$ cat src/design/tlre_pkg.sv
// ----------------------------------------------------------------------------
// tlre_pkg: shared types and constants for the text line ring extractor
// Request and result payloads, operation and result codes, ring sizing.
// ----------------------------------------------------------------------------
package tlre_pkg;

  // Ring sizing
  localparam int RING_DEPTH = 1024;
  localparam int PTR_W      = $clog2(RING_DEPTH);
  localparam int FILL_W     = $clog2(RING_DEPTH + 1);

  // Longest line that is returned as a line
  localparam int MAX_LINE = 63;
  localparam int IDX_W    = $clog2(MAX_LINE + 1);

  // Depth of the small queues on both sides of the engine
  localparam int QUEUE_DEPTH = 2;
  localparam int QPTR_W      = $clog2(QUEUE_DEPTH);
  localparam int QCNT_W      = $clog2(QUEUE_DEPTH + 1);

  // Characters
  localparam logic [7:0] CH_CR = 8'h0D;
  localparam logic [7:0] CH_LF = 8'h0A;
  localparam logic [7:0] CH_G  = 8'h47;
  localparam logic [7:0] CH_M  = 8'h4D;
  localparam logic [7:0] CH_T  = 8'h54;
  localparam logic [7:0] CH_S  = 8'h53;

  // Request type codes on the input port
  localparam logic [1:0] REQ_PUSH  = 2'd0;
  localparam logic [1:0] REQ_POP   = 2'd1;
  localparam logic [1:0] REQ_CLEAR = 2'd2;

  // Classified operation handed to the engine
  typedef enum logic [1:0] {
    OP_PUSH,
    OP_POP,
    OP_CLEAR,
    OP_NOP
  } op_t;

  // Result kinds
  typedef enum logic [2:0] {
    KIND_PUSH_OK    = 3'd0,
    KIND_PUSH_FULL  = 3'd1,
    KIND_LINE_BYTE  = 3'd2,
    KIND_NO_LINE    = 3'd3,
    KIND_TOO_LONG   = 3'd4,
    KIND_EMPTY_LINE = 3'd5
  } kind_t;

  // Input transaction
  typedef struct packed {
    logic [1:0] req_type;
    logic [7:0] data_byte;
  } in_req_t;

  // Result transaction
  typedef struct packed {
    kind_t             kind;
    logic [7:0]        line_byte;
    logic              last_of_line;
    logic              command_line;
    logic [FILL_W-1:0] fill_level;
  } out_res_t;

  // Classified request between front and back
  typedef struct packed {
    op_t        op;
    logic [7:0] data;
  } req_t;

endpackage

$ cat src/design/tlre_front.sv
// ----------------------------------------------------------------------------
// tlre_front: request intake
// Accepts input transactions, decodes the request type and queues them.
// ----------------------------------------------------------------------------
module tlre_front
  import tlre_pkg::*;
(
  input  logic    clk,
  input  logic    rst_n,
  input  logic    push,
  output logic    full,
  input  in_req_t in_data,
  output logic    req_valid,
  input  logic    req_take,
  output req_t    req
);

  req_t              q_r [QUEUE_DEPTH];
  logic [QPTR_W-1:0] wr_ptr_r;
  logic [QPTR_W-1:0] rd_ptr_r;
  logic [QCNT_W-1:0] cnt_r;
  logic              do_wr;
  logic              do_rd;
  req_t              dec;

  assign full      = (cnt_r == QCNT_W'(QUEUE_DEPTH));
  assign req_valid = (cnt_r != '0);
  assign req       = q_r[rd_ptr_r];
  assign do_wr     = push && !full;
  assign do_rd     = req_take && req_valid;

  function automatic logic [QPTR_W-1:0] qptr_inc(input logic [QPTR_W-1:0] p);
    if (p == QPTR_W'(QUEUE_DEPTH - 1)) begin
      return '0;
    end
    return p + 1'b1;
  endfunction

  // Classify the request type
  always_comb begin
    dec.data = in_data.data_byte;
    unique case (in_data.req_type)
      REQ_PUSH:  dec.op = OP_PUSH;
      REQ_POP:   dec.op = OP_POP;
      REQ_CLEAR: dec.op = OP_CLEAR;
      default:   dec.op = OP_NOP;
    endcase
  end

  // Hold queue entries
  always_ff @(posedge clk) begin
    if (do_wr) begin
      q_r[wr_ptr_r] <= dec;
    end
  end

  // Advance pointers and count
  always_ff @(posedge clk) begin
    if (!rst_n) begin
      wr_ptr_r <= '0;
      rd_ptr_r <= '0;
      cnt_r    <= '0;
    end else begin
      if (do_wr) begin
        wr_ptr_r <= qptr_inc(wr_ptr_r);
      end
      if (do_rd) begin
        rd_ptr_r <= qptr_inc(rd_ptr_r);
      end
      if (do_wr && !do_rd) begin
        cnt_r <= cnt_r + 1'b1;
      end else if (do_rd && !do_wr) begin
        cnt_r <= cnt_r - 1'b1;
      end
    end
  end

endmodule

$ cat config.mk
export PLATFORM = sky130hd
export DESIGN_NAME = tlre_front
export DESIGN_NICKNAME = d
export VERILOG_FILES = /design/src/design/tlre_pkg.sv /design/src/design/tlre_front.sv
export SDC_FILE = /design/constraint.sdc
export NUM_CORES = 1
export LEC_CHECK = 0
export BUFFER_PORTS_ARGS = -buffer_cell sky130_fd_sc_hd__buf_2
export CORE_UTILIZATION = 40
export CTS_CLUSTER_DIAMETER = 30
export DETAILED_ROUTE_END_ITERATION = 8
export PLACE_DENSITY = 0.69
export SYNTH_ARGS = -nofsm -noshare
export SYNTH_HDL_FRONTEND = slang
export SYNTH_SLANG_ARGS = --single-unit
$ cat constraint.sdc
create_clock -name clk -period 1.7 [get_ports clk]
set_clock_uncertainty 0.2 [all_clocks]
set_input_delay 0.085 -clock clk [delete_from_list [all_inputs] [get_ports clk]]
set_output_delay 0.085 -clock clk [all_outputs]
set_load 0.01 [all_outputs]
==> results of run 1 <==
-- synth_stat cells, types with 2 or more instances --
| library cell | instances |
|---|---|
| o21ai_0 | 2 |
| edfxtp_1 | 20 |
| mux2_2 | 10 |
| clkbuf_1 | 2 |
| nor2_1 | 4 |
| xor2_1 | 3 |
| dfxtp_1 | 5 |
| inv_1 | 3 |
-- power by group --
part / internal, mW / switching, mW
combinational: 0.336 / 0.278
sequential: 0.784 / 0.0790
clock: 0.0914 / 0.162
-- flip-flops by register name (all words and copies together), names as in the netlist, named ones only --
name	cells
wr_ptr_r	1
cnt_r	2
rd_ptr_r	1
q_r	20
-- final timing paths --
check	depth (start not counted)	to
max	6	cnt_r[1]$_SDFFE_PN0P_
min	5	register
max reg2reg	6	cnt_r[1]$_SDFFE_PN0P_
min reg2reg	2	register
-- cell type report --
type | instances | area [sq um]
fillers | 189 | 908.4
flip-flops and latches | 25 | 704.4
repair buffers | 42 | 282.8
multi-input cells | 28 | 262.8
well taps | 28 | 35.03
clock buffers | 4 | 26.28
inverters | 3 | 13.76
-- worst max-delay path, stage by stage, from the launching register on --
cell      delay [ns]
dfxtp_2         0.37
nand2b_4        0.15
inv_4           0.05
nor2_4          0.10
ha_4            0.21
or3_1           0.37
a21oi_1         0.14
-- per-layer routing --
| layer | vias up | GRT usage (%) | wire length [um] |
|---|---|---|---|
| li1 | 297 | - | - |
| met1 | 267 | 14.48 | 708 |
| met2 | 18 | 23.11 | 799 |
| met3 | 0 | 3.274 | 73 |
| met4 | 0 | 5.556 | 0 |
| met5 | - | 0 | 0 |
-- kinds of logic (layout without fill, tap and decap cells) --
logic type | Yosys count | after routing | share of synthesized area [%]
AND/OR/NAND/NOR | 9 | 9 | 5.237
AO/OA/AOI/OAI | 5 | 5 | 3.141
multiplexers | 10 | 10 | 11.78
adder cells (fa/ha/maj) | 1 | 1 | 1.309
flip-flops | 25 | 25 | 73.30
XOR/XNOR | 3 | 3 | 2.749
buffers and inverters | 6 | 49 | 2.487
-- stage by stage --
step,setup slack (ns),utilization [%]
floorplan,0.03237,-
global placement,0.04952,51.09
detailed placement,-0.01909,51.09
CTS,0.003811,58.15
global route,-0.008522,59.33
finish,0.03577,59.33
-- timing repair --
action | CTS | global route
gates resized for setup | 4 | 5
endpoints found under the hold margin | 25 | 0
setup endpoints to repair | 11 | 1
pin swaps | 1 | 0
hold buffers | 12 | 0
setup buffers | 1 | 0
==> flow_summary_export.csv, run 1 <==
group,metric,value,unit
detailed_routing,drc,0,
synth,synth-seq-area-share,73.30,%
power_and_ir_drop,total_power,1.731,mW
placement,gp_congestion,0.6683,
synth,ys_ff_latch,25,
clocking,cts_tree,"built",
critical_path,crit_start,"cnt_r[0]$_SDFFE_PN0P_",
clocking,htree_levels,1,
final_layout,diodes,0,
detailed_routing,wire_per_inst,12.16,um
placement,portBuffers,25,
synth,synth_cells,59,
critical_path,worst-r2r-setup-slack,0.04,ns
synth,async_flop_share,0,%
critical_path,start_kind,"register",
floorplanning,initial_core_util,42.80,%
clocking,cts_buffers,3,
synth,syn-cell-area,955.9,sq um
timing,fin_setup_tns,0,ns
floorplanning,dieArea,2589,sq um
timing,hold_violations,0,
final_layout,final_cell_mix,"25 x buf_2, 20 x edfxtp_1, 12 x dlygate4sd3_1",
timing,setup_violations,0,
synth,yosys_warnings,0,
power_and_ir_drop,ir_drop,0.7800,mV
synth,synth.avg_cell_area,16.20,sq um
hold_path,hold_start,"req_take",
final_layout,layout_commonest_cell,"buf_2",
global_routing,grt_pass1_wl,2408,um
placement,dp_hpwl,1008,um
clocking,cts_root_buf,"clkbuf_4",
final_layout,fin_area,1325,sq um
timing,hold_slack,0.06470,ns
synth,synth_top_flop_cell,"edfxtp_1",
detailed_routing,ant_nets,0,
power_and_ir_drop,p_leak,0.5339,nW
job,maxCapViolCount,0,
clocking,cts_buffer_depth,2,
synth,synth_area_leaders,"edfxtp_1 63%, mux2_2 12%, dfxtp_1 10%, xor2_1 2.7%, nor2_1 1.6%",
clocking,clock-sinks,25,
detailed_routing,first_iter_violations,14,
global_routing,grt_max_degree,14,
clocking,clk_pin_slew_worst_paths,0.13,ns
hold_path,hp-class,"in -> reg",
timing,drv_slew,0,
run_status,status,"complete, no violations",
final_layout,drive_above_1_share,51.96,%
critical_path,worstPathArrival,1.70,ns
synth,synth_top_area_cell,"edfxtp_1",
floorplanning,die_w,50.89,um
critical_path,cp_data_required_time,1.74,ns
placement,place_area,1141,sq um
power_and_ir_drop,pwr_density_cell,1306,nW/um^2
global_routing,overflow,0,
floorplanning,core_area,2233,sq um
critical_path,r2r_start,"cnt_r[0]$_SDFFE_PN0P_",
detailed_routing,finalWirelength,1581,um
critical_path,end_kind,"register",
floorplanning,rows,17,
global_routing,antenna_found_initial,0,
detailed_routing,avgViaCountPerCell,4.477,
timing,worstMarginPinSlew,0.2427,ns
synth,yosysUniqueCellTypes,18,
detailed_routing,vias,582,
timing,max_freq,600.9,MHz
timing,finalCritPeriodShare,97.90,%
global_routing,grt_usage,12.93,%
floorplanning,num_io_pins,26,
synth,synth_top_area_share,62.83,%
critical_path,crit_fanout,3,
synth,syn_nets,74,
placement,place_inst,113,
clocking,insertion_delay,0.31,ns
synth,synth_edf_count,20,
final_layout,syn2layout_area_growth,38.61,%
floorplanning,die_h,50.89,um
final_layout,fin_nets,118,
final_layout,stdcell_count,130,
timing,period_needed,1.664,ns
critical_path,crit_type,"reg -> reg",
timing,slew_headroom,83.82,%
detailed_routing,firstDrtPassIters,3,
global_routing,first_global_vias,587,
No activity file was read; power rests on OpenSTA's default activity.
==> run 2, diff against run 1 <==
--- a/config.mk
+++ b/config.mk
@@ -9,6 +9,7 @@
 export CORE_UTILIZATION = 40
 export CTS_CLUSTER_DIAMETER = 30
 export DETAILED_ROUTE_END_ITERATION = 8
+export MAX_ROUTING_LAYER = met4
 export PLACE_DENSITY = 0.69
 export SYNTH_ARGS = -nofsm -noshare
 export SYNTH_HDL_FRONTEND = slang
==> run 2 against run 1 <==
Compared with the run above:
- sequential power about the same
- core utilization unchanged
- via count unchanged
- combinational power about the same
- register-to-register slack about the same
- final cell count unchanged
- largest power group unchanged
- setup slack worse by 0.00057 ns
- wire length unchanged
- total power about the same
- hold slack about the same
- highest routed layer unchanged
- die area unchanged
==> flow_summary_export.csv, run 2 (synthesis gave the netlist of run 1 again) <==
group,metric,value,unit
critical_path,cp_cell_sequence,"nand2b_4 > inv_4 > nor2_4 > ha_4 > or3_1 > a21oi_1",
job,maxCapViolCount,0,
final_layout,final_cell_mix,"25 x buf_2, 20 x edfxtp_1, 12 x dlygate4sd3_1",
critical_path,r2r_end,"cnt_r[1]$_SDFFE_PN0P_",
power_and_ir_drop,p_leak,0.5339,nW
timing,finalCritPeriodShare,97.93,%
hold_path,whs_path_depth,5,
clocking,clock-sinks,25,
global_routing,grt_pass1_wl,2408,um
detailed_routing,avgViaCountPerCell,4.477,
timing,hold_violations,0,
placement,portBuffers,25,
critical_path,critical-path-top-delay-family,"simple AND/OR/NAND/NOR gates",
power_and_ir_drop,pwr_density_cell,1307,nW/um^2
detailed_routing,finalWirelength,1581,um
clocking,insertion_delay,0.31,ns
global_routing,grt_usage,13.28,%
clocking,cts_tree,"built",
final_layout,fin_nets,118,
final_layout,top_register,"q_r",
timing,hold_slack,0.06476,ns
final_layout,stdcell_count,130,
timing,period_needed,1.665,ns
final_layout,num-fill-cells,189,
detailed_routing,vias,582,
clocking,htree_levels,1,
critical_path,worstPathArrival,1.70,ns
timing,worstMarginPinSlew,0.2427,ns
final_layout,largest_reg_flops,20,
run_status,status,"complete, no violations",
final_layout,diodes,0,
timing,fin_setup_tns,0,ns
floorplanning,core_area,2233,sq um
detailed_routing,drc,0,
critical_path,crit_fanout,3,
critical_path,cp_data_required_time,1.74,ns
detailed_routing,wire_per_inst,12.16,um
placement,place_inst,113,
power_and_ir_drop,ir_drop,0.7802,mV
critical_path,worst_path_largest_cell_delay,0.37,ns
critical_path,end_kind,"register",
global_routing,grt_max_degree,14,
global_routing,overflow,0,
timing,setup_violations,0,
timing,worst_slack,0.03520,ns
timing,slew_headroom,83.82,%
critical_path,worst-r2r-setup-slack,0.04,ns
timing,drv_slew,0,
global_routing,antenna_found_initial,0,
critical_path,ff2ff_path_depth,6,
placement,gp_congestion,0.6747,
floorplanning,dieArea,2589,sq um
critical_path,crit_type,"reg -> reg",
final_layout,drive_above_1_share,51.96,%
clocking,clk_pin_slew_worst_paths,0.13,ns
detailed_routing,firstDrtPassIters,3,
critical_path,cp_num_buf_inv,1,
critical_path,cp_slowest_cell,"dfxtp_2",
clocking,cts_buffers,3,
floorplanning,rows,17,
detailed_routing,ant_nets,0,
final_layout,layout_commonest_cell,"buf_2",
clocking,cts_buffer_depth,2,
detailed_routing,first_iter_violations,14,
clocking,cts_root_buf,"clkbuf_4",
floorplanning,initial_core_util,42.80,%
critical_path,start_kind,"register",
global_routing,first_global_vias,586,
critical_path,r2r_start,"cnt_r[0]$_SDFFE_PN0P_",
power_and_ir_drop,total_power,1.732,mW
floorplanning,num_io_pins,26,
hold_path,hp-class,"in -> reg",
floorplanning,die_w,50.89,um
final_layout,reg_top3,"q_r: 20 flops, cnt_r: 2 flops",
placement,dp_hpwl,1008,um
final_layout,syn2layout_area_growth,38.61,%
hold_path,hold_start,"req_take",
floorplanning,die_h,50.89,um
timing,max_freq,600.7,MHz
placement,pre_cts_slack,-0.01909,ns
==> run 2: cell counts in the layout (fill, tap and decap cells not counted) <==
No cell type changed its count.
==> run 2: final cells by class <==
cell class / count / area (sq um) / share of cell area [%]
inverter: 3 / 13.76 / 1.039
clock buffer: 4 / 26.28 / 1.983
multi-input combinational: 28 / 262.8 / 19.83
sequential: 25 / 704.4 / 53.16
timing repair buffer: 42 / 282.8 / 21.34
tap: 28 / 35.03 / 2.644
==> run 2: per-stage QoR <==
stage	util [%]	cell area (sq um)
after floorplan	-	963.4
after global placement	51.09	1141
after detailed placement	51.09	1141
after CTS	58.15	1299
after global routing	59.33	1325
final	59.33	1325
==> run 2: timing repair <==
item	in CTS	in global routing
buffers inserted	1	0
pin swaps	1	0
hold endpoints to repair	25	0
resized for setup	4	5
hold buffers	12	0
endpoints found under the setup margin	11	1
gates cloned	0	0
==> run 2: worst max path at each step <==
stage	start	end	slack, ns	depth (start not counted)
floorplan	cnt_r[0]$_SDFFE_PN0P_	cnt_r[1]$_SDFFE_PN0P_	0.03	6
global placement	cnt_r[0]$_SDFFE_PN0P_	cnt_r[1]$_SDFFE_PN0P_	0.05	6
detailed placement	cnt_r[1]$_SDFFE_PN0P_	cnt_r[1]$_SDFFE_PN0P_	-0.02	4
CTS	cnt_r[0]$_SDFFE_PN0P_	cnt_r[1]$_SDFFE_PN0P_	0.004	6
global route	cnt_r[0]$_SDFFE_PN0P_	cnt_r[1]$_SDFFE_PN0P_	-0.009	6
finish	cnt_r[0]$_SDFFE_PN0P_	cnt_r[1]$_SDFFE_PN0P_	0.04	6
==> run 2: power breakdown <==
part	switching, mW	leakage (nW)	internal, mW
combinational	0.279	0.290	0.336
clock	0.162	0.0150	0.0914
sequential	0.0790	0.229	0.784
total	0.519	0.534	1.21
==> run 2: metal layers <==
metal / up-vias / wire [um] / GRT usage, %
met2: 18 / 795 / 23.11
met1: 267 / 714 / 14.68
met4: 0 / 0 / 5.556
met5: - / 0 / -
met3: 0 / 70 / 2.976
li1: 297 / - / -
==> run 2: worst min-delay path, delay by kind of cell <==
family                    cells  cell delay (ns)
and+or+nand+nor               1             0.07
xor gates and xnor gates      1             0.06
AOI/OAI and AO/OA             1             0.09
buffers and inverters         2             0.22
