--- src/design/tlre_pkg.sv ---
// ----------------------------------------------------------------------------
// tlre_pkg: shared types and constants for the text line ring extractor
// Request and result payloads, operation and result codes, ring sizing.
// ----------------------------------------------------------------------------
package tlre_pkg;

  // Ring sizing
  localparam int RING_DEPTH = 1024;
  localparam int PTR_W      = $clog2(RING_DEPTH);
  localparam int FILL_W     = $clog2(RING_DEPTH + 1);

  // Longest line that is returned as a line
  localparam int MAX_LINE = 63;
  localparam int IDX_W    = $clog2(MAX_LINE + 1);

  // Depth of the small queues on both sides of the engine
  localparam int QUEUE_DEPTH = 2;
  localparam int QPTR_W      = $clog2(QUEUE_DEPTH);
  localparam int QCNT_W      = $clog2(QUEUE_DEPTH + 1);

  // Characters
  localparam logic [7:0] CH_CR = 8'h0D;
  localparam logic [7:0] CH_LF = 8'h0A;
  localparam logic [7:0] CH_G  = 8'h47;
  localparam logic [7:0] CH_M  = 8'h4D;
  localparam logic [7:0] CH_T  = 8'h54;
  localparam logic [7:0] CH_S  = 8'h53;

  // Request type codes on the input port
  localparam logic [1:0] REQ_PUSH  = 2'd0;
  localparam logic [1:0] REQ_POP   = 2'd1;
  localparam logic [1:0] REQ_CLEAR = 2'd2;

  // Classified operation handed to the engine
  typedef enum logic [1:0] {
    OP_PUSH,
    OP_POP,
    OP_CLEAR,
    OP_NOP
  } op_t;

  // Result kinds
  typedef enum logic [2:0] {
    KIND_PUSH_OK    = 3'd0,
    KIND_PUSH_FULL  = 3'd1,
    KIND_LINE_BYTE  = 3'd2,
    KIND_NO_LINE    = 3'd3,
    KIND_TOO_LONG   = 3'd4,
    KIND_EMPTY_LINE = 3'd5
  } kind_t;

  // Input transaction
  typedef struct packed {
    logic [1:0] req_type;
    logic [7:0] data_byte;
  } in_req_t;

  // Result transaction
  typedef struct packed {
    kind_t             kind;
    logic [7:0]        line_byte;
    logic              last_of_line;
    logic              command_line;
    logic [FILL_W-1:0] fill_level;
  } out_res_t;

  // Classified request between front and back
  typedef struct packed {
    op_t        op;
    logic [7:0] data;
  } req_t;

endpackage

--- src/design/tlre_outq.sv ---
// ----------------------------------------------------------------------------
// tlre_outq: result queue
// Holds finished results until the consumer pops them.
// ----------------------------------------------------------------------------
module tlre_outq
  import tlre_pkg::*;
(
  input  logic     clk,
  input  logic     rst_n,
  input  logic     oq_push,
  input  out_res_t oq_item,
  output logic     oq_full,
  output logic     empty,
  input  logic     pop,
  output out_res_t out_data
);

  out_res_t          q_r [QUEUE_DEPTH];
  logic [QPTR_W-1:0] wr_ptr_r;
  logic [QPTR_W-1:0] rd_ptr_r;
  logic [QCNT_W-1:0] cnt_r;
  logic              do_wr;
  logic              do_rd;

  assign oq_full  = (cnt_r == QCNT_W'(QUEUE_DEPTH));
  assign empty    = (cnt_r == '0);
  assign out_data = q_r[rd_ptr_r];
  assign do_wr    = oq_push && !oq_full;
  assign do_rd    = pop && !empty;

  function automatic logic [QPTR_W-1:0] qptr_inc(input logic [QPTR_W-1:0] p);
    if (p == QPTR_W'(QUEUE_DEPTH - 1)) begin
      return '0;
    end
    return p + 1'b1;
  endfunction

  // Hold queue entries
  always_ff @(posedge clk) begin
    if (do_wr) begin
      q_r[wr_ptr_r] <= oq_item;
    end
  end

  // Advance pointers and count
  always_ff @(posedge clk) begin
    if (!rst_n) begin
      wr_ptr_r <= '0;
      rd_ptr_r <= '0;
      cnt_r    <= '0;
    end else begin
      if (do_wr) begin
        wr_ptr_r <= qptr_inc(wr_ptr_r);
      end
      if (do_rd) begin
        rd_ptr_r <= qptr_inc(rd_ptr_r);
      end
      if (do_wr && !do_rd) begin
        cnt_r <= cnt_r + 1'b1;
      end else if (do_rd && !do_wr) begin
        cnt_r <= cnt_r - 1'b1;
      end
    end
  end

endmodule

--- config.mk ---
export PLATFORM = sky130hd
export DESIGN_NAME = tlre_outq
export DESIGN_NICKNAME = d
export VERILOG_FILES = /design/src/design/tlre_pkg.sv /design/src/design/tlre_outq.sv
export SDC_FILE = /design/constraint.sdc
export NUM_CORES = 1
export LEC_CHECK = 0
export BUFFER_PORTS_ARGS = -buffer_cell sky130_fd_sc_hd__buf_2
export CORE_UTILIZATION = 53
export CTS_BUF_LIST = sky130_fd_sc_hd__clkbuf_4
export CTS_CLUSTER_SIZE = 28
export DETAILED_ROUTE_END_ITERATION = 10
export PLACE_DENSITY = 0.86
export SETUP_SLACK_MARGIN = 0.3
export SLEW_MARGIN = 25
export SYNTH_ARGS = -nofsm -noshare
export SYNTH_HDL_FRONTEND = slang
export SYNTH_SLANG_ARGS = --single-unit
--- constraint.sdc ---
create_clock -name clk -period 2.78 [get_ports clk]
set_clock_uncertainty 0.05 [all_clocks]
set_input_delay 0.139 -clock clk [delete_from_list [all_inputs] [get_ports clk]]
set_output_delay 0.139 -clock clk [all_outputs]
set_load 0.02 [all_outputs]
==> out/qor.txt, run 1 <==
Status: finished, final reports clean
FF-to-FF End: q_r[0][15]$_DFFE_PP_
DRT met1 WL: 1314 µm
Core area: 3442 µm²
Drt initial violations: 44
Slew @ Worst Pin: 718.9 ps
CTS tree: done
Minimum clock period: 2051 ps
Hold Fails Final Rpt: 0
Synth warnings: 0
DP Area: 2297 µm²
Final instance area: 2596 µm²
Final non-filler cell total: 231
Nets: 214
Die height: 62.82 µm
Routed WL per cell: 15.48 µm
VDD IR max: 483.2 µV
Drt total wl: 3577 µm
Seq. cell area: 1541 µm²
Count of final setup violators: 0
Reg-to-reg startpoint: cnt_r[0]$_SDFFE_PN0P_
Pwr Density: 801.4 nW/µm²
Area Growth Syn to Fin: 32.42%
First-pass GRT wire length: 5782 µm
R2R setup slack: 870 ps
Overall Power: 0.002081 W
Clock root buffer: clkbuf_4
Lkg Pwr: 0.9934 nW
Clock net sink count: 53
Total grt overflow: 0
DR WL met2: 1996 µm
Antenna Nets Post-Route: 0
Tcrit/Tclk final: 73.78%
Worst Path Class, Setup: reg2out
Crit Path Max Fanout: 13
IO buf count: 53
Syn Inst Count: 100
Post-synthesis register bit count: 53
Post-Syn Area: 1961 µm²
Total GRT Usage: 20.43%
Max_slew headroom: 51.91%
Filler Cell Count: 203
H-tree levels: 2
Initial Util: 56.96%
Vias per cell: 5.013
Router iterations before antenna repair: 2
Antenna Cells: 0
Routed length on met3: 183 µm
CP Launch Type: register
Worst Setup End Kind: primary output
Die area: 3946 µm²
Arr. time, crit path: 1860 ps
Area occupied by multi-input gates: 402.9 µm²
Remaining DRCs: 0
Hold_ws: 111.9 ps
# resized after CTS: 0
Seq/Total Area, Yosys: 78.62%
F_max: 487.5 MHz
Share of cells above drive strength 1: 47.57%
GPL Wtd Cong: 0.6684
Worst-path clk slew: 130 ps
Vias in the first global route: 1296
FP Rows: 21
Mapped Nets: 129
Hpwl dp: 2222 µm
Max layer used: met4
Worst hold path class: in2reg
Worst EP required: 2590 ps
# IOs: 54
Syn Area/Cell: 19.61 µm²
Initial antenna violation count: 0
RSZ-0062 raised after global routing: no
Clk_lat worst skew: 350 ps
R2r worst-path depth: 4
Dpl cells: 199
Yosys cell types: 20
Pin count of the biggest net entering global routing: 16
Max-slew violation count: 0
Total CTS buffers: 5
Total negative slack: 0 ps
Max cap viols: 0
Total number of vias: 1158
Clock Path Buffers: 2
Die width: 62.82 µm
Setup crit end: out_data[23]
## cell usage after synthesis
cell	instances	area share (%)
a21boi_1	1	0.38
inv_2	1	0.19
xnor2_1	2	0.89
and3_1	1	0.32
buf_2	3	0.77
ha_1	1	0.64
o21ai_0	1	0.26
a21boi_0	1	0.38
inv_1	1	0.19
o21ai_1	1	0.26
and2_1	3	0.96
nand2b_1	1	0.32
xor2_1	1	0.45
nor2_1	2	0.38
or3_1	1	0.32
edfxtp_1	48	74
dfxtp_1	5	5.1
o21a_1	1	0.38
nor3_2	1	0.51
mux2_2	24	14
## critical path, cell delays in order (launching register included)
cell and delay (ps):
dfxtp_1 660, buf_4 310, mux2_2 370, buf_2 160
## registers in the layout (all words and copies together), names as in the netlist, named ones only
register	cells
wr_ptr_r	1
cnt_r	2
rd_ptr_r	1
q_r	48
## worst min-delay path by stage
| stage | start | to | slack [ps] | depth (start not counted) |
|---|---|---|---|---|
| after floorplan | oq_item[0] | q_r[0][0]$_DFFE_PP_ | 190 | 0 |
| after global placement | oq_item[3] | q_r[1][3]$_DFFE_PP_ | 280 | 1 |
| after detailed placement | oq_item[17] | q_r[1][17]$_DFFE_PP_ | 280 | 1 |
| after CTS | oq_push | wr_ptr_r$_SDFFE_PN0P_ | 110 | 3 |
| after global routing | oq_push | wr_ptr_r$_SDFFE_PN0P_ | 110 | 3 |
| final | oq_push | wr_ptr_r$_SDFFE_PN0P_ | 110 | 3 |
## routing by layer
layer	track usage, %	vias to the layer above
li1	-	551
met4	10.76	0
met5	0	-
met1	20.23	561
met2	38.18	38
met3	5.657	8
## cell families (layout without fill, tap and decap cells)
kind of cell | count (synthesis) | in the layout | share of synthesized area, %
and+or+nand+nor | 9 | 9 | 2.809
adders and majority gates | 1 | 1 | 0.6381
buffers and inverters | 5 | 90 | 1.148
AOI/OAI and AO/OA | 5 | 5 | 1.659
DFF | 53 | 53 | 78.62
xor gates and xnor gates | 3 | 3 | 1.340
muxes | 24 | 24 | 13.78
## stage by stage
stage	utilization (%)	setup WS, ps
floorplan	-	708.4
global placement	66.74	960.8
detailed placement	66.74	853.6
CTS	75.43	723.8
global route	75.43	611.1
finish	75.43	728.9
## layout by cell type (no fill, tap or decap), types with 2 or more instances in the layout
master / count
and2_1: 3
buf_2: 53
buf_4: 3
clkbuf_4: 5
dfxtp_1: 5
dlygate4sd3_1: 25
edfxtp_1: 48
mux2_2: 24
nor2_1: 2
xnor2_1: 2
## cell type report
| class | count | area share [%] |
|---|---|---|
| flip-flops and latches | 53 | 59.37 |
| repair buffers | 81 | 20.72 |
| multi-input cells | 42 | 15.52 |
| well taps | 46 | 2.217 |
| clock buffers | 5 | 1.446 |
| clock inverters | 2 | 0.4337 |
| inverters | 2 | 0.2892 |
## report_power, final
group	internal, W	total (W)	switching (W)
Clock	0.0000913	0.000306	0.000215
Combinational	0.000310	0.000706	0.000396
Sequential	0.00100	0.00107	0.0000643
Total	0.00141	0.00208	0.000675
## repair_timing
action                                 in CTS  in global routing
hold buffers                               25                  0
endpoints found under the hold margin      50                  0
setup buffers                               0                  0
Note: power is estimated with default switching activity, not from simulation.
==> run 2: changes to the inputs <==
Clock period 2.78 ns to 1.95 ns, I/O delays scaled along.
==> run 2 against run 1 <==
Against the previous run: critical path type unchanged; total power grew 53%; sequential share of layout area fell by 1.6 points; core utilization increased by 2.3 points; cell count is 2.2% higher; critical path depth is the same.
==> out/qor.txt, run 2 (synthesis results as in run 1) <==
Hpwl dp: 2209 µm (-0.56%)
Lkg Pwr: 1.037 nW (+4.4%)
Max-slew violation count: 0 (unchanged)
Worst Setup End Kind: primary output
R2R setup slack: 380 ps (-490 ps)
Biggest regs: q_r (48), cnt_r (2)
F_max: 630.1 MHz
Clock Path Buffers: 2 (unchanged)
Die width: 62.82 µm (unchanged)
Crit-path cells: buf_6 -> mux2_2 -> buf_2
Initial Util: 56.96% (unchanged)
RSZ-0062 raised after global routing: yes
Pin count of the biggest net entering global routing: 16 (unchanged)
Crit Path Max Fanout: 15 (+2)
Die area: 3946 µm² (unchanged)
Die height: 62.82 µm (unchanged)
Core area: 3442 µm² (unchanged)
Slew @ Worst Pin: 218.9 ps (-500.0 ps)
Clk_lat worst skew: 340 ps (about the same)
Total negative slack: 0 ps (unchanged)
CP Depth: 3 (unchanged)
Area Growth Syn to Fin: 36.44%
Largest register FFs: 48 (unchanged)
First-pass GRT wire length: 5520 µm (-4.5%)
Minimum clock period: 1587 ps
Buf/Inv on CP: 2 (unchanged)
Total GRT Usage: 19.21% (-1.2 points)
Worst hold path class: in2reg
CP max stage delay: 370 ps (-290 ps)
Vias per cell: 4.907 (-2.1%)
Fin util: 77.72% (+2.3 points)
Crit-path leading delay family: flip-flops
Remaining DRCs: 0 (unchanged)
Most flops, register: q_r
Pwr Density: 1186 nW/µm² (+48%)
Hold Fails Final Rpt: 0 (unchanged)
Worst EP required: 1800 ps (-790 ps)
Worst-path clk slew: 120 ps (about the same)
Total CTS buffers: 5 (unchanged)
Initial antenna violation count: 0 (unchanged)
Max_slew headroom: 85.31% (+33 points)
Vias in the first global route: 1224 (-5.6%)
Commonest cells after routing, fill and taps aside: buf_2 (53), edfxtp_1 (48), dlygate4sd3_1 (25)
Share of cells above drive strength 1: 50.53% (+3.0 points)
Antenna Cells: 0 (unchanged)
Router iterations before antenna repair: 4 (+2)
IO buf count: 53 (unchanged)
CP Launch Type: register
Clock net sink count: 53 (unchanged)
Reg-to-reg startpoint: cnt_r[0]$_SDFFE_PN0P_
Total number of vias: 1158 (unchanged)
Antenna Nets Post-Route: 0 (unchanged)
Min-delay src: oq_push
Routed WL per cell: 14.31 µm (-7.6%)
Arr. time, crit path: 1440 ps (-420 ps)
Slowest CP cell: dfxtp_1
Total grt overflow: 0 (unchanged)
Max cap viols: 0 (unchanged)
Commonest non-fill, non-tap cell in the layout: buf_2
CTS tree: done
Count of final setup violators: 0 (unchanged)
Filler Cell Count: 205 (+0.99%)
Tcrit/Tclk final: 81.39%
GPL Wtd Cong: 0.6296 (-5.8%)
Worst Path Class, Setup: reg2out
Hold_ws: 46.97 ps (-64.89 ps)
Clock root buffer: clkbuf_4
# IOs: 54 (unchanged)
Hold path depth: 3 (unchanged)
Drt initial violations: 51 (+16%)
H-tree levels: 2 (unchanged)
Status: finished, final reports clean
Nets: 218 (+1.9%)
Drt total wl: 3377 µm (-5.6%)
R2r worst-path depth: 7 (+3)
VDD IR max: 997.3 µV (+110%)
FP Rows: 21 (unchanged)
[run 2: changes by cell type in the layout (fill, tap and decap cells not counted), sizes merged]
| cell | delta |
|---|---|
| clkbuf | +1 |
| clkinvlp | -1 |
| bufinv | +1 |
| buf | +4 |
[run 2: worst reg2reg max path, stage by stage (launching register included)]
cell and delay [ps]:
dfxtp_4 380, nand2b_4 150, inv_4 70, nor2_1 40, ha_1 220, xor2_1 170
or3_1 310, a21boi_1 120
[run 2: through the flow]
stage	total power (W)	std cells	setup WS (ps)	instance area [µm²]
global route	0.003330	236	288.1	2675
detailed placement	0.002557	202	369.5	2331
floorplan	0.002232	100	283.7	1978
CTS	0.003169	235	308.7	2660
finish	0.003174	236	362.8	2675
global placement	0.002513	202	470.3	2331
[run 2: repair_timing]
item / in CTS / in global routing
hold endpoints to repair: 53 / 0
resized for setup: 0 / 3
hold buffers: 25 / 0
endpoints found under the setup margin: 0 / 16
setup buffers: 0 / 1
[run 2: power breakdown]
part	internal (W)	leakage [nW]	switching, W
clock	0.000281	0.0433	0.000299
combinational	0.000489	0.503	0.000596
sequential	0.00144	0.490	0.0000704
total	0.00221	1.04	0.000965
[run 2: worst paths after layout]
path / end
min reg2reg: cnt_r[1]$_SDFFE_PN0P_
min: wr_ptr_r$_SDFFE_PN0P_
max reg2reg: cnt_r[1]$_SDFFE_PN0P_
max: out_data[10]
[run 2: cell type report]
type / count / area, µm² / share of cell area, %
Tap cell: 46 / 57.56 / 2.152
Multi-Input combinational cell: 42 / 410.4 / 15.34
Clock buffer: 6 / 45.04 / 1.684
Sequential cell: 53 / 1546 / 57.81
Clock inverter: 2 / 33.78 / 1.263
Timing Repair Buffer: 85 / 571.8 / 21.38
Inverter: 2 / 10.01 / 0.3742
[run 2: per-layer routing]
| metal | share of wire (%) | vias to the layer above | GRT usage, % |
|---|---|---|---|
| li1 | - | 559 | - |
| met5 | 0 | - | 0 |
| met4 | 2.0 | 0 | 9.884 |
| met1 | 39 | 544 | 21.69 |
| met2 | 54 | 47 | 33.56 |
| met3 | 5.1 | 8 | 4.745 |
==> run 3: changes to the inputs <==
Settings changed: ABC_AREA from default to 1, CORE_UTILIZATION 53 to 49, PLACE_DENSITY 0.86 to 0.83.
Clock period 1.95 ns to 1.41 ns, I/O delays scaled along.
==> run 3 against run 2 <==
Against the previous run: the flow now finishes with violations (setup timing); critical path depth is the same; synthesized area is 6.3% higher; routed wire length rose by 30%.
==> out/qor.txt, run 3 <==
Worst EP required: 1290 ps (-510 ps)
Clock root buffer: clkbuf_4
Failing checks: setup timing
First-pass GRT wire length: 6513 µm (+18%)
Internal power: 0.003774 W (+71%)
Post-Syn Area: 2083 µm² (+6.3%)
Hold Fails Final Rpt: 0 (unchanged)
Compound-cell area share of the yosys netlist: 1.141% (-0.52 points)
Arr. time, crit path: 1440 ps (about the same)
Slowest CP cell: dfxtp_4
# IOs: 54 (unchanged)
Largest register FFs: 48 (unchanged)
Synth area leaders: edfxtp_1 (69%), mux2_4 (14%), dfxtp_1 (4.8%), mux2_2 (2.2%), nor2_1 (2.0%)
GPL Wtd Cong: 0.6597 (+4.8%)
Pin count of the biggest net entering global routing: 18 (+2)
Total number of vias: 1305 (+13%)
Worst Setup End Kind: primary output
Worst Path Class, Setup: reg2out
Commonest non-fill, non-tap cell in the layout: edfxtp_1
Switching power: 0.001698 W (+76%)
IO buf count: 53 (unchanged)
Total grt overflow: 0 (unchanged)
Antenna Nets Post-Route: 0 (unchanged)
Most instantiated library cell after synthesis: edfxtp_1
VDD IR max: 1301 µV (+30%)
Synth top area share: 69.19% (-4.3 points)
Worst-path clk slew: 150 ps (+30 ps)
EDFF count, synth: 48 (unchanged)
Remaining DRCs: 0 (unchanged)
Combinational share of power: 45.2% (+11 points)
Simple-gate area share of the yosys netlist: 3.604% (+0.80 points)
Pwr Density: 1666 nW/µm² (+40%)
Clock Path Buffers: 2 (unchanged)
Most flops, register: q_r
RSZ-0062 raised after global routing: yes
Fin worst setup slack: -148.8 ps (-511.7 ps)
Post-synth top flop: edfxtp_1
Biggest regs: q_r (48), cnt_r (2)
F_max: 641.5 MHz
Drt total wl: 4403 µm (+30%)
Lkg Pwr: 1.330 nW (+28%)
CTS tree: done
Vias per cell: 4.851 (-1.1%)
Routed WL per cell: 16.37 µm (+14%)
Tcrit/Tclk final: 110.6%
Vias in the first global route: 1382 (+13%)
Cell taking the most area after synthesis: edfxtp_1
Commonest cells after routing, fill and taps aside: edfxtp_1 (48), buf_6 (36), buf_2 (28)
Hold_ws: 162.7 ps (+115.8 ps)
FP Rows: 23 (+9.5%)
Total CTS buffers: 5 (unchanged)
Ys async rst share: 0% (unchanged)
Crit Path Max Fanout: 9 (-6)
DP Area: 2522 µm² (+8.2%)
Largest family of logic cells by synthesized area: multiplexers
Clk_lat worst skew: 370 ps (+30 ps)
Drt initial violations: 52 (+2.0%)
Switching share of power: 31.03% (+0.62 points)
Worst hold path class: in2reg
Sequential share of power: 39.3% (-8.2 points)
Yosys cell types: 15 (-25%)
Clock net sink count: 53 (unchanged)
Antenna Cells: 0 (unchanged)
Die width: 67.21 µm (+7.0%)
Status: finished, violations left
Initial antenna violation count: 0 (unchanged)
Nets: 247 (+13%)
Max cap viols: 0 (unchanged)
Total GRT Usage: 21.48% (+2.3 points)
Count of final setup violators: 24 (+24)
Syn Area/Cell: 18.44 µm² (-6.0%)
Initial Util: 51.71% (-5.3 points)
Post-synthesis register bit count: 53 (unchanged)
CP Launch Type: register
Slew @ Worst Pin: 196.1 ps (-22.82 ps)
Share of cells above drive strength 1: 59.82% (+9.3 points)
Final instance area: 3284 µm² (+23%)
Crit-path cells: buf_12 -> mux2_2 -> buf_2
Area Growth Syn to Fin: 57.66%
Mapped Nets: 142 (+10%)
Die area: 4517 µm² (+14%)
Mux cell area share after synthesis: 16.58% (+2.8 points)
XOR/XNOR Fraction of Synth Area: 0% (-1.3 points)
Synth warnings: 0 (unchanged)
CP max stage delay: 430 ps (+60 ps)
Post-Synth Adder-Cell Area: 0.6006% (-0.038 points)
Seq/Total Area, Yosys: 73.99% (-4.6 points)
Max-slew violation count: 0 (unchanged)
Core area: 4029 µm² (+17%)
H-tree levels: 2 (unchanged)
Max_slew headroom: 86.91% (+1.6 points)
Clock power share: 15.5% (-2.8 points)
Hpwl dp: 2534 µm (+15%)
Commonest cells post-synth: edfxtp_1 (48), mux2_4 (20), nor2_1 (11)
Die height: 67.21 µm (+7.0%)
Syn Inst Count: 113 (+13%)
Router iterations before antenna repair: 4 (unchanged)
Minimum clock period: 1559 ps
-- run 3: cell types whose count changed after synthesis, moves of 2 or more --
cell / previous run / this run
mux2_4: 0 / 20
mux2_2: 24 / 4
and2_1: 3 / 0
buf_12: 0 / 2
nor2_1: 2 / 11
xnor2_1: 2 / 0
nand2_1: 0 / 6
buf_2: 3 / 0
inv_1: 1 / 9
-- run 3: worst paths after layout --
| check | from | to | slack [ps] | depth (start not counted) |
|---|---|---|---|---|
| setup reg to reg | cnt_r[1]$_SDFFE_PN0P_ | q_r[1][0]$_DFFE_PP_ | 10 | 6 |
| hold reg to reg | rd_ptr_r$_SDFFE_PN0P_ | register | 510 | 2 |
| hold / removal | oq_push | wr_ptr_r$_SDFFE_PN0P_ | 160 | 6 |
| setup / recovery | register | out_data[2] | -150 | 3 |
-- run 3: final cells by class --
type / instances / area (µm²)
Fill cell: 205 / 744.5
Timing Repair Buffer: 101 / 996.0
Clock inverter: 3 / 46.29
Clock buffer: 5 / 37.54
Tap cell: 50 / 62.56
Inverter: 9 / 38.79
Sequential cell: 53 / 1553
Multi-Input combinational cell: 48 / 550.5
-- run 3: power by group through the flow --
stage | Clock (W) | Sequential, W | Combinational [W]
after global placement | 0 | 0.00212 | 0.00153
after global routing | 0.000919 | 0.00217 | 0.00261
after CTS | 0.000852 | 0.00215 | 0.00220
after detailed placement | 0 | 0.00215 | 0.00159
final | 0.000848 | 0.00215 | 0.00247
after floorplan | 0 | 0.00211 | 0.00116
-- run 3: repair_timing --
item,CTS,global route
hold buffers,25,0
resized for setup,49,38
pin swaps,7,5
setup buffers,9,3
cloned,3,0
hold endpoints to repair,53,0
endpoints found under the setup margin,76,77
-- run 3: per-stage QoR --
| step | instances | util (%) | worst slack [ps] | setup TNS (ps) | power (W) |
|---|---|---|---|---|---|
| floorplan | 113 | - | 90.04 | 0 | 0.003270 |
| global placement | 221 | 62.61 | 151.5 | 0 | 0.003658 |
| detailed placement | 221 | 62.61 | 61.27 | 0 | 0.003740 |
| CTS | 266 | 78.23 | -158.4 | -2951 | 0.005198 |
| global route | 269 | 81.52 | -198.9 | -4260 | 0.005708 |
| finish | 269 | 81.52 | -148.8 | -2437 | 0.005472 |
-- run 3: critical path, delay by kind of cell, from the launching register on --
kind | cells | cell delay (ps)
buf+inv | 2 | 310
mux | 1 | 330
flops | 1 | 430
-- run 3: cells by family after synthesis --
| group | Yosys count |
|---|---|
| DFF | 53 |
| adders and majority gates | 1 |
| buffers and inverters | 12 |
| AOI/OAI and AO/OA | 4 |
| and+or+nand+nor | 19 |
| muxes | 24 |
-- run 3: layer usage --
| metal | vias to the layer above | track usage, % | part of all wire, % |
|---|---|---|---|
| li1 | 625 | - | - |
| met2 | 49 | 39.50 | 58 |
| met4 | 0 | 11.17 | 2.6 |
| met3 | 13 | 5.405 | 4.5 |
| met5 | - | 0 | 0 |
| met1 | 618 | 22.29 | 35 |
